===== src/mfh_pkg.sv =====
// Shared constants for the magnetometer field and heading block:
// divisor and reciprocal tables, the CORDIC angle table and pipeline depths.
// No dependencies.
`timescale 1ns / 1ps
`default_nettype none
package mfh_pkg;

    localparam int RAW_W    = 16;
    localparam int GAUSS_W  = 25;
    localparam int HEAD_W   = 17;
    localparam int GAIN_W   = 3;
    localparam int N_GAIN   = 8;

    localparam int DIV_W    = 11;
    localparam int RECIP_W  = 25;

    // counts per gauss for each gain setting
    localparam logic [DIV_W-1:0] DIVISOR [N_GAIN] = '{
        11'd1370, 11'd1090, 11'd820, 11'd660, 11'd440, 11'd390, 11'd330, 11'd230
    };

    // floor(2^32 / divisor)
    localparam logic [RECIP_W-1:0] RECIP [N_GAIN] = '{
        25'((64'd1 << 32) / 64'd1370), 25'((64'd1 << 32) / 64'd1090),
        25'((64'd1 << 32) / 64'd820),  25'((64'd1 << 32) / 64'd660),
        25'((64'd1 << 32) / 64'd440),  25'((64'd1 << 32) / 64'd390),
        25'((64'd1 << 32) / 64'd330),  25'((64'd1 << 32) / 64'd230)
    };

    localparam int CORDIC_ITERS = 20;
    localparam int CX_W         = 32;
    localparam int Z_W          = 25;

    // atan(2^-i) in units of 2^-16 degree
    localparam logic signed [Z_W-1:0] ATAN_TAB [CORDIC_ITERS] = '{
        25'sd2949120, 25'sd1740967, 25'sd919879, 25'sd466945, 25'sd234379,
        25'sd117304,  25'sd58666,   25'sd29335,  25'sd14668,  25'sd7334,
        25'sd3667,    25'sd1833,    25'sd917,    25'sd458,    25'sd229,
        25'sd115,     25'sd57,      25'sd29,     25'sd14,     25'sd7
    };

    localparam logic signed [Z_W-1:0] ANG_90    = 25'sd5898240;
    localparam logic [HEAD_W:0]       DEG90_Q8  = 18'd23040;
    localparam logic [HEAD_W:0]       DEG180_Q8 = 18'd46080;
    localparam logic [HEAD_W:0]       DEG360_Q8 = 18'd92160;

    // pipeline depths in enabled cycles
    localparam int DIV_LAT    = 4;
    localparam int CORDIC_LAT = CORDIC_ITERS + 2;
    localparam int ALIGN_LAT  = CORDIC_LAT - DIV_LAT;

    typedef struct packed {
        logic neg_x;
        logic neg_y;
        logic zero_x;
        logic zero_y;
    } quad_t;

endpackage
`default_nettype wire


===== src/mfh_cordic.sv =====
// Heading pipeline: vectoring CORDIC, one iteration per stage, then clamp,
// rounding and quadrant mapping into [0, 360) degrees. Uses mfh_pkg.
`timescale 1ns / 1ps
`default_nettype none
module mfh_cordic
    import mfh_pkg::*;
(
    input  wire logic                     clk,
    input  wire logic                     en,
    input  wire logic signed [RAW_W-1:0]  fx,
    input  wire logic signed [RAW_W-1:0]  fy,
    output logic [HEAD_W-1:0]             heading
);

    logic signed [CX_W-1:0] x_reg [CORDIC_ITERS+1];
    logic signed [CX_W-1:0] y_reg [CORDIC_ITERS+1];
    logic signed [Z_W-1:0]  z_reg [CORDIC_ITERS+1];
    quad_t                  q_reg [CORDIC_ITERS+1];
    logic [HEAD_W-1:0]      heading_reg;

    logic [RAW_W:0] ax, ay;

    always_comb
    begin
        ax = fx[RAW_W-1] ? (17'd0 - 17'(fx)) : 17'(fx);
        ay = fy[RAW_W-1] ? (17'd0 - 17'(fy)) : 17'(fy);
    end

    always_ff @(posedge clk)
    begin
        if (en)
        begin
            x_reg[0]        <= $signed({1'b0, ax, 14'd0});
            y_reg[0]        <= $signed({1'b0, ay, 14'd0});
            z_reg[0]        <= '0;
            q_reg[0].neg_x  <= fx[RAW_W-1];
            q_reg[0].neg_y  <= fy[RAW_W-1];
            q_reg[0].zero_x <= (fx == '0);
            q_reg[0].zero_y <= (fy == '0);
        end
    end

    for (genvar i = 0; i < CORDIC_ITERS; i++)
    begin : g_iter
        logic signed [CX_W-1:0] xs, ys;
        assign xs = x_reg[i] >>> i;
        assign ys = y_reg[i] >>> i;

        always_ff @(posedge clk)
        begin
            if (en)
            begin
                if (y_reg[i] > 0)
                begin
                    x_reg[i+1] <= x_reg[i] + ys;
                    y_reg[i+1] <= y_reg[i] - xs;
                    z_reg[i+1] <= z_reg[i] + ATAN_TAB[i];
                end
                else
                begin
                    x_reg[i+1] <= x_reg[i] - ys;
                    y_reg[i+1] <= y_reg[i] + xs;
                    z_reg[i+1] <= z_reg[i] - ATAN_TAB[i];
                end
                q_reg[i+1] <= q_reg[i];
            end
        end
    end

    logic signed [Z_W-1:0] z_end, z_clamp;
    logic [22:0]           z_rnd;
    logic [HEAD_W:0]       a, h;
    quad_t                 q_end;

    always_comb
    begin
        z_end = z_reg[CORDIC_ITERS];
        q_end = q_reg[CORDIC_ITERS];
        if (z_end < 0)
            z_clamp = '0;
        else if (z_end > ANG_90)
            z_clamp = ANG_90;
        else
            z_clamp = z_end;
        z_rnd = z_clamp[22:0] + 23'd128;

        if (q_end.zero_y)
            a = '0;
        else if (q_end.zero_x)
            a = DEG90_Q8;
        else
            a = 18'(z_rnd[22:8]);

        if (!q_end.neg_x && !q_end.neg_y)
            h = a;
        else if (q_end.neg_x && !q_end.neg_y)
            h = DEG180_Q8 - a;
        else if (q_end.neg_x)
            h = DEG180_Q8 + a;
        else
            h = DEG360_Q8 - a;
        // exactly 360 wraps to 0
        if (h >= DEG360_Q8)
            h = h - DEG360_Q8;
    end

    always_ff @(posedge clk)
    begin
        if (en)
            heading_reg <= h[HEAD_W-1:0];
    end

    assign heading = heading_reg;

endmodule
`default_nettype wire


===== config.mk =====
export PLATFORM = sky130hd
export DESIGN_NAME = mfh_cordic
export DESIGN_NICKNAME = d
export VERILOG_FILES = /design/src/mfh_pkg.sv /design/src/mfh_cordic.sv
export SDC_FILE = /design/constraint.sdc
export NUM_CORES = 2
export LEC_CHECK = 0
export BUFFER_PORTS_ARGS = -buffer_cell sky130_fd_sc_hd__buf_2
export CORE_ASPECT_RATIO = 0.6
export CORE_MARGIN = 3
export CORE_UTILIZATION = 45
export CTS_CLUSTER_SIZE = 8
export DETAILED_ROUTE_END_ITERATION = 7
export SLEW_MARGIN = 20
export SYNTH_ARGS = -nofsm -noshare
export SYNTH_HDL_FRONTEND = slang
export SYNTH_SLANG_ARGS = --single-unit

===== constraint.sdc =====
create_clock -name clk -period 6.25 [get_ports clk]
set_input_delay 1.25 -clock clk [delete_from_list [all_inputs] [get_ports clk]]
set_output_delay 1.25 -clock clk [all_outputs]
set_load 0.005 [all_outputs]

==> key figures <==
Floorplan
  – Initial Util: a little under half
  – Core area: 287,000 um2
  – Die Wd: 700.5 um
  – Die ar.: 296,100 um2
  – Die extent in y: 422.7 um
  – I/O pin count: 51
  – Rows: between 150 and 200

STA
  – Final Skew: 0.06543 ns
  – Final Critical Period: 6.056 ns
  – Worst-margin pin slew: 1.361 ns
  – Fin. max-slew vios: 0
  – Final setup fails: 0
  – Crit share post-route: 96.89%
  – Worst rel slew slack: 8.838%
  – Achievable Freq: 165.1 MHz
  – Hold Vio Cnt, Final: 0
  – RSZ-0062 raised after global routing: yes
  – Setup ws final: 0.1942 ns

Place
  – Placed instance area: 146,500 um2
  – IO buf count: 50
  – Placer Congestion: a little under 1
  – Hpwl dp: 319.7 mm
  – # placed instances: 18,440
  – Worst slack at placement: -0.4344 ns

Clock network
  – Sinks on Clock Net: 1,634
  – Clk Latency, worst-skew pair: 0.92 ns
  – CTS H-Tree Depth: 4
  – Max clock buf depth: 4
  – CTS tree: done
  – CTS buffer count: 233
  – Hold-fix buffers, CTS: 0
  – Clock slew at reported path FFs: about 0.050 ns
  – CTS root buf: clkbuf_16

Drt
  – Antenna-violating nets left: 0
  – Drt drc: 0
  – Vias: 109,000
  – 1st-iter DRT viols: 11,620
  – DRT Pass-1 Iters: 6
  – WL final: 401.0 mm
  – DR WL/cell: 21.36 um
  – Vias/cell: just under 6

Synth
  – Number of synthesized flops with an enable pin: 1,634
  – Post-Syn Area: 130,200 um2
  – Syn. warnings: 0
  – Mapped Cells: 13,200
  – Register area share after synthesis: 37.68%
  – Asr flop ratio synth: 0%
  – #FFs+latches synth: 1,634
  – Cell variety after synth: ~110
  – Synthesized area per cell: 9.867 um2
  – Post-synth top flop: edfxtp_1

Setup path
  – Reg2reg end: x_reg[6][30]
  – Crit. Startpoint: y_reg[5][8]
  – Crit path kind: reg2reg
  – CP required: 6.86 ns
  – Worst R2R Start: y_reg[5][8]
  – WP data arrival: about 6.7 ns
  – Critical Path Sink Type: register
  – CP max FO: 7
  – FF-to-FF path depth: 27
  – R2R Setup Slk: around 0.19 ns
  – Critical path launch point type: register

Min path
  – Worst hold start: q_reg[1][26]
  – Min-delay worst type: reg2reg
  – Hold EP: q_reg[1][30]
  – Worst hold stages: 0

Finish
  – Nets: 16,450
  – Max FFs per register: approximately 570
  – Fin util: 53.79%
  – Area delta synth->final: 18.54%
  – Design area: 154,400 um2
  – Post-route insts no fill: 18,770
  – Share of cells above drive strength 1: ~15%

Global routing
  – Global-route wire length before repair: 607.7 mm
  – Largest net degree at the start of global routing: 193
  – Initial antenna violation count: 36
  – Overall global routing resource usage: 26.10%
  – Aggregate global routing overflow: 0
  – Number of global-route vias before repair: 103,100

Run
  – Max Cap Viol: 0

Outcome
  – Status: completed
## synthesized netlist by cell type, types with 169 or more instances
master,instances,share of area (%)
nor3_1,371,1.4
nand2b_1,244,1.2
ha_1,1498,14
edfxtp_1,1634,38
inv_1,527,1.5
o21a_1,289,1.7
xnor2_1,1347,9.1
xor2_1,592,4.0
nand2_1,743,2.1
nor2_1,1126,3.2
a21o_1,332,1.9
a21oi_1,1121,4.3
o21ai_0,785,3.0
or3_1,169,0.81
o31ai_1,173,1.0
nand3_1,229,0.88
## how the worst max path moves through the flow
| stage | end | slack (ns) | depth (start not counted) |
|---|---|---|---|
| 2_1_floorplan | y_reg[5][30] | -0.24 | 29 |
| 3_3_place_gp | x_reg[6][28] | -0.50 | 26 |
| 3_5_place_dp | x_reg[6][28] | -0.43 | 26 |
| 4_1_cts | y_reg[12][30] | -0.002 | 29 |
| 5_1_grt | y_reg[16][27] | -0.07 | 27 |
| 6_report | x_reg[6][30] | 0.19 | 27 |
## cell families after synthesis
group                      share of synthesized area, %
muxes                                            0.7245
xor gates and xnor gates                          13.04
adders and majority gates                         15.10
buffers and inverters                             2.143
other                                          0.002880
AOI/OAI and AO/OA                                 18.00
DFF                                               37.68
and+or+nand+nor                                   13.30
## placed cells by master, fill, tap and decap left out, types with 47 or more instances in the layout
cell type  synthesis  routed
edfxtp_1        1634    1634
buf_4              0    1558
ha_1            1498    1495
xnor2_1         1347    1332
nor2_1          1126    1114
a21oi_1         1121    1094
o21ai_0          785     745
nand2_1          743     741
xor2_1           592     587
inv_1            527     521
nor3_1           371     357
a21o_1           332     332
o21a_1           289     288
nand2b_1         244     239
clkbuf_16          0     235
nand3_1          229     226
or3_1            169     166
o31ai_1          173     163
o21bai_1         160     160
nor2b_1          154     152
and3_1           117     117
nor4_1           129     116
a211oi_1          91      82
a31oi_1           87      77
o41ai_1           81      74
mux2i_1           74      68
o21ai_1           39      61
or4_1             65      58
or2_2             57      57
and2_1            51      51
buf_2              4      49
a21boi_0          54      47
## worst max-delay path, stage by stage (launching register included)
cell and delay (ns):
edfxtp_1 0.41, nor4_2 0.28, buf_4 0.16, nand3_1 0.16
buf_4 0.20, or4_4 0.51, nor4_4 0.20, nand2_2 0.15
nor2_4 0.14, o21ai_4 0.15, buf_8 0.22, buf_4 0.13
o21ai_0 0.10, xor2_1 0.34, ha_1 0.33, and3_1 0.18
nand3_1 0.09, a21oi_1 0.08, a211oi_2 0.22, buf_4 0.17
o31ai_4 0.09, a2111oi_4 0.39, buf_4 0.19, nor2_1 0.04
a21o_1 0.21, a311o_1 0.35, a21oi_1 0.17, xnor2_1 0.08
## timing repair
action	CTS	global route
setup buffers	8	43
gates resized for setup	40	250
cloned	0	1
setup endpoints to repair	36	215
pin swaps	20	96
## through the flow
step                      hold slack, ns    TNS, ns
after global routing              0.3921    -0.6437
after detailed placement          0.4045     -7.853
after floorplan                   0.4003    -0.2402
final                             0.3963          0
after global placement            0.4005     -4.808
after CTS                         0.4028  -0.001707
## layout make-up
type	count	area (um2)
timing repair buffer	1641	12520
inverter	541	2033
tap	3850	4817
sequential	1634	49070
fill	25360	132600
antenna	23	57.56
multi-input combinational	10820	79770
clock inverter	14	193.9
clock buffer	244	5893
## layer usage
| layer | vias up | wire (um) | GRT usage (%) |
|---|---|---|---|
| met5 | - | 729 | 0 |
| met4 | 40 | 5562 | 3.912 |
| met3 | 436 | 46810 | 8.622 |
| met2 | 3906 | 146300 | 33.18 |
| met1 | 52330 | 201600 | 42.14 |
| li1 | 52330 | - | - |
Power is not shown: default switching activity piles up to over one toggle a cycle in this logic, so the estimate is an artifact.
