$ cat config.mk
export PLATFORM = sky130hd
export DESIGN_NAME = mfh_div_lane
export DESIGN_NICKNAME = d
export VERILOG_FILES = /design/src/mfh_pkg.sv /design/src/mfh_div_lane.sv
export SDC_FILE = /design/constraint.sdc
export NUM_CORES = 2
export LEC_CHECK = 0
export CORE_AREA = 5 5 313 315
export CTS_BUF_LIST = sky130_fd_sc_hd__clkbuf_2
export DETAILED_ROUTE_END_ITERATION = 7
export DIE_AREA = 0 0 318 320
export DONT_BUFFER_PORTS = 1
export PLACE_DENSITY = 0.47
export SYNTH_ARGS = -nofsm -noshare
export SYNTH_HDL_FRONTEND = slang
export SYNTH_SLANG_ARGS = --single-unit
$ cat constraint.sdc
create_clock -name clk -period 9.7 [get_ports clk]
set_input_delay 1.94 -clock clk [delete_from_list [all_inputs] [get_ports clk]]
set_output_delay 1.94 -clock clk [all_outputs]
set_load 0.02 [all_outputs]
$ cat src/mfh_pkg.sv
// Shared constants for the magnetometer field and heading block:
// divisor and reciprocal tables, the CORDIC angle table and pipeline depths.
// No dependencies.
`timescale 1ns / 1ps
`default_nettype none
package mfh_pkg;

    localparam int RAW_W    = 16;
    localparam int GAUSS_W  = 25;
    localparam int HEAD_W   = 17;
    localparam int GAIN_W   = 3;
    localparam int N_GAIN   = 8;

    localparam int DIV_W    = 11;
    localparam int RECIP_W  = 25;

    // counts per gauss for each gain setting
    localparam logic [DIV_W-1:0] DIVISOR [N_GAIN] = '{
        11'd1370, 11'd1090, 11'd820, 11'd660, 11'd440, 11'd390, 11'd330, 11'd230
    };

    // floor(2^32 / divisor)
    localparam logic [RECIP_W-1:0] RECIP [N_GAIN] = '{
        25'((64'd1 << 32) / 64'd1370), 25'((64'd1 << 32) / 64'd1090),
        25'((64'd1 << 32) / 64'd820),  25'((64'd1 << 32) / 64'd660),
        25'((64'd1 << 32) / 64'd440),  25'((64'd1 << 32) / 64'd390),
        25'((64'd1 << 32) / 64'd330),  25'((64'd1 << 32) / 64'd230)
    };

    localparam int CORDIC_ITERS = 20;
    localparam int CX_W         = 32;
    localparam int Z_W          = 25;

    // atan(2^-i) in units of 2^-16 degree
    localparam logic signed [Z_W-1:0] ATAN_TAB [CORDIC_ITERS] = '{
        25'sd2949120, 25'sd1740967, 25'sd919879, 25'sd466945, 25'sd234379,
        25'sd117304,  25'sd58666,   25'sd29335,  25'sd14668,  25'sd7334,
        25'sd3667,    25'sd1833,    25'sd917,    25'sd458,    25'sd229,
        25'sd115,     25'sd57,      25'sd29,     25'sd14,     25'sd7
    };

    localparam logic signed [Z_W-1:0] ANG_90    = 25'sd5898240;
    localparam logic [HEAD_W:0]       DEG90_Q8  = 18'd23040;
    localparam logic [HEAD_W:0]       DEG180_Q8 = 18'd46080;
    localparam logic [HEAD_W:0]       DEG360_Q8 = 18'd92160;

    // pipeline depths in enabled cycles
    localparam int DIV_LAT    = 4;
    localparam int CORDIC_LAT = CORDIC_ITERS + 2;
    localparam int ALIGN_LAT  = CORDIC_LAT - DIV_LAT;

    typedef struct packed {
        logic neg_x;
        logic neg_y;
        logic zero_x;
        logic zero_y;
    } quad_t;

endpackage
`default_nettype wire

$ cat src/mfh_div_lane.sv
// One gauss conversion lane: |raw| * 2^16 / divisor by reciprocal multiply
// with one correction step, sign restored at the end. Uses mfh_pkg.
`timescale 1ns / 1ps
`default_nettype none
module mfh_div_lane
    import mfh_pkg::*;
(
    input  wire logic                     clk,
    input  wire logic                     en,
    input  wire logic signed [RAW_W-1:0]  raw,
    input  wire logic [GAIN_W-1:0]        gain,
    output logic signed [GAUSS_W-1:0]     gauss
);

    logic                 neg_a_reg, neg_b_reg, neg_c_reg;
    logic [RAW_W-1:0]     mag_a_reg, mag_b_reg;
    logic [GAIN_W-1:0]    idx_a_reg, idx_b_reg, idx_c_reg;
    logic [RECIP_W-1:0]   qe_b_reg, qe_c_reg;
    logic [31:0]          qd_c_reg, num_c_reg;
    logic signed [GAUSS_W-1:0] gauss_reg;

    logic [RAW_W:0]       raw_abs;
    logic [RAW_W+RECIP_W-1:0] prod;
    logic [RECIP_W+DIV_W-1:0] qd;
    logic [31:0]          rem;
    logic [RECIP_W-1:0]   q_fix;

    always_comb
    begin
        raw_abs = raw[RAW_W-1] ? (17'd0 - 17'(raw)) : 17'(raw);
        prod    = (RAW_W+RECIP_W)'(mag_a_reg) * (RAW_W+RECIP_W)'(RECIP[idx_a_reg]);
        qd      = (RECIP_W+DIV_W)'(qe_b_reg) * (RECIP_W+DIV_W)'(DIVISOR[idx_b_reg]);
        rem     = num_c_reg - qd_c_reg;
        // estimate is at most one short
        q_fix   = qe_c_reg + ((rem >= 32'(DIVISOR[idx_c_reg])) ? 25'd1 : 25'd0);
    end

    always_ff @(posedge clk)
    begin
        if (en)
        begin
            neg_a_reg <= raw[RAW_W-1];
            mag_a_reg <= raw_abs[RAW_W-1:0];
            idx_a_reg <= gain;

            neg_b_reg <= neg_a_reg;
            mag_b_reg <= mag_a_reg;
            idx_b_reg <= idx_a_reg;
            qe_b_reg  <= prod[RAW_W+RECIP_W-1:16];

            neg_c_reg <= neg_b_reg;
            idx_c_reg <= idx_b_reg;
            qe_c_reg  <= qe_b_reg;
            qd_c_reg  <= qd[31:0];
            num_c_reg <= {mag_b_reg, 16'd0};

            gauss_reg <= neg_c_reg ? (25'sd0 - $signed(q_fix)) : $signed(q_fix);
        end
    end

    assign gauss = gauss_reg;

endmodule
`default_nettype wire

==> impl.org <==
** Run status
- Outcome :: complete, no violations

** Floorplan
- Standard cell core area :: 0.0946 mm2
- # rows :: 113
- Once the floorplan was initialized, standard cells occupied 29.8% of the core.
- Die Footprint :: 0.102 mm2
- The die is 318 um wide.
- During I/O placement, the number of pins put on the boundary was 46.
- Die Span Y :: 320 um

** CTS
- Level count of the clock H-tree :: 4
- Once the clock tree was built, the resizer swapped 0 gates to a different size.
- Buffer levels on the longest clock path :: 2
- Cts bufs inserted :: 17
- CTS Root Cell :: clkbuf_2
- Post-CTS clock slew at the launch and capture registers of the worst setup and hold paths :: 0.27 ns
- For this design, the CTS-stage hold fixing added 0 buffers.
- For this design, the sink count on the clock tree is 166.
- Buffers inserted by post-CTS timing repair :: 0
- TritonCTS clock tree :: yes
- Clk_lat worst skew :: 1.05 ns

** Logic synthesis
- The portion of synthesized area spent on multiplexers is 0.657%.
- Leading post-synthesis cells by instance count :: inv_1 (569), fa_1 (497), nand2_1 (411), ha_1 (233), and2_1 (171)
- Summing the areas of all fa, ha and maj instances in the mapped netlist gives 45.6% of the synthesized area.
- Cell area after synthesis :: 0.0282 mm2
- Synthesized netlist net count :: 3703
- Gate Count Post-Synth :: 2952
- Cell type contributing the most total cell area after synthesis :: fa_1
- Average size of a mapped cell :: 9.55 um2
- The number of different library cells used by synthesis comes to 76.
- Among all flip-flop cells after synthesis, the most frequent one is edfxtp_1.
- Of the post-synthesis cell area, the dominant cell type holds 35.3%.
- By instance count, the leading cell after synthesis is inv_1.
- Number of warning messages in the yosys log :: 0
- Biggest area contributors in the synthesized netlist :: fa_1 (35%), edfxtp_1 (18%), ha_1 (10%), inv_1 (7.6%), nand2_1 (5.5%)
- By area, the combinational part of the netlist is dominated by adder cells.
- The share of the Yosys chip area taken by registers is 17.7%.
- Yosys mapped a number of flops with a built-in enable equal to 166.
- Compound-cell area share of the yosys netlist :: 6.44%
- Of the total synthesized cell area, the portion taken by XOR and XNOR cells is 3.66%.
- After Yosys synthesis, and, or, nand and nor cells account for 16.7% of the synthesized area.
- Fraction of registers with async set/reset :: 0%
- In this run, synthesis produced a sequential element count of 166.

** Drt
- Wire length per cell after detailed routing :: 18.7 um
- In this run, the number of DRC markers left after iteration 0 of detailed routing was 1290.
- Final WL :: 78.3 mm
- After detailed routing, the number of remaining DRC violations is 0.
- Number of vias per cell after detailed routing :: 4.74
- Before antenna repair, the detailed router went through 5 iterations.
- Vias :: 19810
- Antenna-violating nets left :: 0

** Layout
- At the end of the flow, the number of nets in the layout was 3649.
- Fill cells in the final layout number 9942.
- The register with the most flip-flops in the layout has 31 of them.
- Area growth from synthesis to layout :: 6.43%
- In the final layout, the share of cells above drive strength 1 is 3.85%.

** Timing
- Adding up every negative setup slack in the final design gives 0 ns.
- The total count of max-transition violations in the final report is 0.
- Worst slew margin relative to its limit :: 24.2%
- Static timing analysis puts the maximum clock frequency at 0.116 GHz.
- Final worst slack :: 1.09 ns
- Worst clock skew :: 0.0856 ns
- Setup violations remaining at the end of the flow were counted as 0.
- Time the worst path needs with I/O delays and setup :: 8.61 ns
- Endpoints failing hold :: 0
- The final critical path takes up 88.7% of the cycle.
- Worst hold slack :: 0.452 ns
- For the pin with the worst max-slew slack, the measured transition is 1.14 ns.
- RSZ-0062 raised after global routing :: false

** Setup path
- R2R Setup Slk :: 1.09 ns
- Req. time, crit path :: 10.50 ns
- The worst setup path is launched from a flop.
- Start of the worst register-to-register path :: idx_a_reg[1]$_DFFE_PP_
- Data arrives at the worst endpoint at 9.40 ns.
- The critical path is of the reg -> reg type.
- In this run the critical register-to-register path is captured at qe_b_reg[12]$_DFFE_PP_.
- In this run the worst path has a maximum fanout of 22.
- The worst register-to-register path has a depth of 23.
- STA classifies the critical path endpoint as a flop.

** Global route
- The via count of the first global-routing pass is 21112.
- The number of antenna violations at the first check in global routing is 4.
- Global routing finished with a remaining overflow of 0.
- Largest net degree at the start of global routing :: 167
- The first global-routing pass estimated 125 mm of wire.
- Global routing used 15.8% of the available tracks.

** Place
- Half-perimeter wire length of the detailed placement result :: 61.0 mm
- In this run the tool buffered the top-level ports with 0 buffer cells.
- Final estimated routing congestion in global placement :: 0.839
- Dpl ws :: 1.17 ns

** Worst hold path
- The tightest min-delay check is of the reg -> reg type.
- Hold Path Cell Cnt :: 0
- The worst hold path begins at mag_b_reg[2]$_DFFE_PP_.
- Endpoint of the worst hold-timing path :: num_c_reg[18]$_DFFE_PP_

** Run
- Number of violations of the max-capacitance limit :: 0
-- critical path, cell delays in order (launching register included) --
cell	delay [ns]
edfxtp_1	0.65
inv_1	0.51
ha_1	0.79
mux2i_1	0.53
and2_1	0.34
fa_1	0.53
inv_1	0.05
fa_1	0.46
fa_1	0.52
inv_1	0.06
fa_1	0.44
fa_1	0.51
inv_1	0.05
fa_1	0.47
inv_1	0.04
ha_1	0.41
nand4_1	0.15
o21ai_0	0.18
a21oi_1	0.06
a311oi_1	0.71
o21ai_0	0.36
o21ai_1	0.35
o31ai_1	0.14
xnor2_1	0.13
-- layout by cell type (no fill, tap or decap), types with 14 or more instances in the layout --
cell type  synthesis  final
inv_1            569    569
fa_1             497    497
nand2_1          411    411
ha_1             233    233
and2_1           171    171
edfxtp_1         166    166
xnor2_1           92     92
nor2_1            84     83
a21oi_1           79     79
nor2b_1           77     77
o21ai_0           61     60
buf_4              0     51
nand3_1           34     34
and3_1            34     34
nand2b_1          26     26
nor3_1            26     26
xor2_1            26     26
clkbuf_2           0     18
a21o_1            16     16
nand4_1           16     16
mux2i_1           17     14
-- per-layer routing --
metal / GRT usage [%] / share of wire [%] / up-vias
met5: 0.417 / 0.10 / -
met4: 4.03 / 2.3 / 4
met3: 2.40 / 4.2 / 67
met2: 26.5 / 48 / 368
met1: 21.4 / 46 / 10228
li1: - / - / 9143
-- cells by family after synthesis --
family	count (synthesis)
simple gates	946
fa+ha+maj	730
buf+inv	693
compound gates	281
flops	166
xor+xnor	118
mux	18
-- worst max path at each step --
stage	startpoint	to	slack (ns)	cells past startpoint
floorplan	idx_a_reg[1]$_DFFE_PP_	qe_b_reg[24]$_DFFE_PP_	2.33	27
global placement	idx_a_reg[1]$_DFFE_PP_	qe_b_reg[11]$_DFFE_PP_	1.31	23
detailed placement	idx_a_reg[1]$_DFFE_PP_	qe_b_reg[11]$_DFFE_PP_	1.17	23
CTS	idx_a_reg[1]$_DFFE_PP_	qe_b_reg[12]$_DFFE_PP_	1.17	23
global route	idx_a_reg[1]$_DFFE_PP_	qe_b_reg[12]$_DFFE_PP_	0.73	23
finish	idx_a_reg[1]$_DFFE_PP_	qe_b_reg[12]$_DFFE_PP_	1.09	23
-- metrics by stage --
step | std cells | area, um2 | util (%)
5_1_grt | 4178 | 30000 | 31.7
4_1_cts | 4176 | 30000 | 31.7
2_1_floorplan | 2952 | 28200 | -
3_5_place_dp | 4144 | 29700 | 31.4
6_report | 4178 | 30000 | 31.7
3_3_place_gp | 4144 | 29700 | 31.4
-- layout make-up --
class | count | area (um2) | share of cell area [%]
multi-input combinational | 2093 | 20600 | 68.7
timing repair buffer | 51 | 383 | 1.28
clock inverter | 14 | 199 | 0.663
antenna | 2 | 5.00 | 0.0167
clock buffer | 18 | 90.1 | 0.300
tap | 1265 | 1580 | 5.27
inverter | 569 | 2140 | 7.12
sequential | 166 | 4980 | 16.6
Power is not shown: default switching activity piles up to over one toggle a cycle in this logic, so the estimate is an artifact.
